`src/hw/rtl/merge_insertion_sorter_macros.svh`:
```
// Assertion macros for the merge insertion sorter.
// Each macro expects a clk and an active-low rst_n in the enclosing module.
`ifndef MERGE_INSERTION_SORTER_MACROS_SVH
`define MERGE_INSERTION_SORTER_MACROS_SVH

// Same-cycle implication, checked on every rising edge out of reset
`define MIS_ASSERT_NOW(lbl, ante, cons, msg) \
  lbl: assert property (@(posedge clk) disable iff (!rst_n) (ante) |-> (cons)) else $error(msg);

// Next-cycle implication, checked on every rising edge out of reset
`define MIS_ASSERT_NEXT(lbl, ante, cons, msg) \
  lbl: assert property (@(posedge clk) disable iff (!rst_n) (ante) |=> (cons)) else $error(msg);

`endif

```
`src/hw/rtl/mis_pkg.sv`:
```
// Shared types and constants for the merge insertion sorter.
// No dependencies; used by mis_cell and merge_insertion_sorter.
package mis_pkg;

  localparam int MIS_VALUE_W   = 31;
  localparam int MIS_MAX_ITEMS = 64;

  // Input beat
  typedef struct packed {
    logic [MIS_VALUE_W-1:0] in_value;
    logic                   in_last;
  } in_t;

  // Result beat
  typedef struct packed {
    logic [MIS_VALUE_W-1:0] out_value;
    logic                   out_last;
    logic                   overflow;
  } out_t;

  // Contents of one cell as seen by its neighbors
  typedef struct packed {
    logic [MIS_VALUE_W-1:0] value;
    logic                   valid;
  } cell_bus_t;

  // Row-wide command to every cell
  typedef struct packed {
    logic ins;  // insert the broadcast value
    logic shl;  // shift the row one place toward cell 0
  } cell_ctl_t;

  typedef enum logic {
    ST_FILL,
    ST_DRAIN
  } state_t;

endpackage

```
`src/hw/rtl/mis_cell.sv`:
```
// One cell of the sorting row: holds one value and its valid bit.
// Depends on mis_pkg for the bus and command types.
module mis_cell (
  input  logic                     clk,
  input  logic                     rst_n,
  input  mis_pkg::cell_ctl_t       ctl,
  input  logic [mis_pkg::MIS_VALUE_W-1:0] ins_value,
  input  mis_pkg::cell_bus_t       left,
  input  logic                     left_lt,
  input  mis_pkg::cell_bus_t       right,
  output mis_pkg::cell_bus_t       q,
  output logic                     lt
);
  import mis_pkg::*;

  logic [MIS_VALUE_W-1:0] value_r, value_nxt;
  logic                   valid_r, valid_nxt;

  // An empty cell counts as larger than anything
  assign lt = !valid_r || (ins_value < value_r);

  // Keep, take the broadcast value, take the left neighbor, or shift from the right
  always_comb begin
    value_nxt = value_r;
    valid_nxt = valid_r;
    if (ctl.shl) begin
      value_nxt = right.value;
      valid_nxt = right.valid;
    end else if (ctl.ins && lt) begin
      if (left_lt) begin
        value_nxt = left.value;
        valid_nxt = left.valid;
      end else begin
        value_nxt = ins_value;
        valid_nxt = 1'b1;
      end
    end
  end

  always_ff @(posedge clk) begin
    if (!rst_n) begin
      valid_r <= 1'b0;
    end else begin
      valid_r <= valid_nxt;
    end
  end

  always_ff @(posedge clk) begin
    value_r <= value_nxt;
  end

  assign q.value = value_r;
  assign q.valid = valid_r;

endmodule
```
`config.mk`:
```
export PLATFORM = sky130hd
export DESIGN_NAME = mis_cell
export DESIGN_NICKNAME = d
export VERILOG_FILES = /design/src/hw/rtl/merge_insertion_sorter_macros.svh /design/src/hw/rtl/mis_pkg.sv /design/src/hw/rtl/mis_cell.sv
export SDC_FILE = /design/constraint.sdc
export NUM_CORES = 1
export LEC_CHECK = 0
export BUFFER_PORTS_ARGS = -buffer_cell sky130_fd_sc_hd__buf_2
export CORE_UTILIZATION = 40
export CTS_BUF_LIST = sky130_fd_sc_hd__clkbuf_4 sky130_fd_sc_hd__clkbuf_8
export CTS_CLUSTER_DIAMETER = 40
export DETAILED_ROUTE_END_ITERATION = 12
export GPL_TIMING_DRIVEN = 0
export PLACE_DENSITY = 0.82
export SLEW_MARGIN = 20
export SYNTH_ARGS = -nofsm -noshare
export SYNTH_HDL_FRONTEND = slang
export SYNTH_SLANG_ARGS = --single-unit
```
`constraint.sdc`:
```
create_clock -name clk -period 3.06 [get_ports clk]
set_input_delay 0.153 -clock clk [delete_from_list [all_inputs] [get_ports clk]]
set_output_delay 0.153 -clock clk [all_outputs]
set_load 0.01 [all_outputs]
```
==> reports/metrics.cfg <==
[run_status]
status=finished clean

[placed_design]
port_buffers=131
gp_congestion=0.7833
post-dp-hpwl_um=4954
place_ws_ns=0.1081

[cells_and_area]
drive_above_1_share_pct=37.31
nFillCells=536
area_growth_pct=35.00
diodes=0
fin_nets=523

[die]
rows=27
core_um2=5642
die_w_um=79.56
start_util_pct=42.65
die-area_um2=6329
fp.dieH_um=79.56
ios=133

[clock_tree]
cts.clk_slew.worst_paths_ns=0.07
cts_buffers=5
cts-hold-fix-buffers=0
htree_levels=2
insertion_delay_ns=0.29
tritoncts=built
clock_sinks=32
post_cts_buffers=0
cts_root_buf=clkbuf_8
cts_buffer_depth=2

[worst_setup_path]
critPathBufInv=1
cp_slowest_stage_delay_ns=0.44
cp-endpoint=value_r[4]
path_cells=inv_1 -> ha_1 -> a21oi_2 -> o21ai_0 -> a221o_1 -> a211o_1 -> o31ai_2 -> a21o_4
startpoint=value_r[22]
reg2reg_slack_ns=0.33
cp_slowest_cell=a21o_4
reg2reg_to=value_r[4]
critPathCaptureType=flip-flop
cp_top_family=compound AO/OA/AOI/OAI gates
reg2reg_depth=8
cp_max_fo=31
worst_ep_required_time_ns=2.99
cp.depth=8
rr_startpoint=value_r[22]
cp-start-kind=flip-flop
crit_type=flip-flop to flip-flop
arrival_ns=2.67

[logic_synthesis]
synth.distinct_cells=30
synth-edff-count=31
syn_area_um2=2406
postSynthAreaPerCell_um2=9.436
ys_seq_elements=32
ys.flop_type=edfxtp_1
postSynthNetCount=385
seq_area_frac_synth_pct=39.52
yosys_warnings=0
postSynthCellCount=255
async_flop_share_pct=0

[drt]
wire_per_inst_um=13.48
vias=2318
dr.pass1.iters=4
wl_um=6283
antenna_left=0
vias_per_cell=4.974
drcViolationCount=0
drtIter0Drc=40

[global_route]
grt_pass1_wl_um=9708
grt_start_max_net_pins=32
antenna_found_initial=0
overflow=0
grtUsageTotal_pct=19.95
grt_pass1_vias=2190

[pwr]
ir_drop_mv=0.2107
p_leak_nw=1.694
p_per_area_nw_per_um2=391.5

[timing]
layout_setup_ws_ns=0.3257
max_slew.worst_pin.slew_ns=0.5111
rsz0062_at_grt=false
drv_slew=0
hold_ws_ns=0.1117
relSlewSlack_pct=65.93
max_freq_mhz=365.7
finalCriticalPeriod_ns=2.734
skew_ns=0.009394
finalCritPeriodShare_pct=89.36
final-setup-viol-count=0
hold_violations=0

[job]
drv_cap=0

[hold_path]
hp-class=input pin to flip-flop

## flip-flops by register name, summed over array words and instances, names as in the netlist
signal	flops
value_r	31
valid_r	1
## kinds of logic (layout without fill, tap and decap cells)
group | after synthesis | after routing | synth area share (%)
compound gates | 60 | 60 | 14.35
simple gates | 59 | 59 | 10.61
buf+inv | 43 | 182 | 7.020
flops | 32 | 32 | 39.52
mux | 31 | 31 | 12.90
fa+ha+maj | 30 | 30 | 15.60
## area by class of cell
cell class	instances	area (um^2)	area share [%]
multi-input combinational	180	1294	39.83
clock inverter	1	5.005	0.1541
sequential	32	950.9	29.28
inverter	31	116.4	3.582
buffer	12	52.55	1.618
timing repair buffer	131	655.6	20.18
tap	72	90.09	2.773
clock buffer	7	83.83	2.581
## routing by layer
layer | share of wire (%) | wire length, um | GRT usage (%) | vias up
li1 | - | - | - | 1180
met2 | 48 | 3038 | 34.19 | 79
met1 | 45 | 2796 | 25.70 | 1055
met3 | 6.6 | 414 | 4.571 | 4
met4 | 0.54 | 34 | 3.455 | 0
met5 | 0 | 0 | 0 | -
## timing repair
action	in CTS	in global routing
endpoints found under the hold margin	0	0
resized for setup	0	1
setup endpoints to repair	0	31
## cells in the mapped netlist, types with 3 or more instances
cell      number  area [um^2]
o21ai_0       36        180.2
inv_1         31        116.4
mux2i_1       31        310.3
clkbuf_1       8        30.03
edfxtp_1      31        930.9
a21oi_1       12        60.06
buf_2          3        15.01
nand4_1        5        31.28
nand2_1       39        146.4
ha_1          30        375.4
nor2_1         5        18.77
## power breakdown
part | internal (mW) | leakage [nW] | switching [mW]
Sequential | 0.538 | 0.329 | 0.0214
Combinational | 0.174 | 1.32 | 0.201
Clock | 0.177 | 0.0491 | 0.160
## how the worst min path moves through the flow
stage | cells after the start | end | startpoint
after floorplan | 1 | valid_r | ctl[1]
after global placement | 2 | valid_r | ctl[1]
after detailed placement | 2 | valid_r | ctl[1]
after CTS | 2 | valid_r | ctl[1]
after global routing | 2 | valid_r | ctl[1]
final | 2 | valid_r | ctl[1]
## layout by cell type, fill, tap and decap left out, types with 2 or more instances in the layout
cell type  count
a21oi_2        2
nand4_1        5
ha_1          30
nand2_1       39
o21ai_0       36
nor3_1         2
clkbuf_8       5
clkbuf_4       2
nand3_1        2
nor2_1         5
nor2b_1        2
inv_1         31
a21oi_1       12
clkbuf_1       8
buf_2        134
edfxtp_1      31
mux2i_1       31
## worst register-to-register path, cell delays in order (launching register included)
cell and delay, ns:
edfxtp_1 0.41, inv_1 0.08, ha_1 0.26, a21oi_2 0.14
o21ai_0 0.11, a221o_1 0.33, a211o_1 0.31, o31ai_2 0.30
a21o_4 0.44
## metrics by stage
| step | power, mW | std cells | TNS [ns] | instance area (um^2) | utilization, % |
|---|---|---|---|---|---|
| final | 1.272 | 466 | 0 | 3248 | 57.57 |
| after global routing | 1.347 | 466 | 0 | 3248 | 57.57 |
| after CTS | 1.281 | 466 | 0 | 3242 | 57.46 |
| after detailed placement | 0.9453 | 458 | 0 | 3153 | 55.89 |
| after global placement | 0.9313 | 458 | -7.919 | 3152 | 55.87 |
| after floorplan | 0.7788 | 255 | 0 | 2406 | - |
No activity file was read; power rests on OpenSTA's default activity.
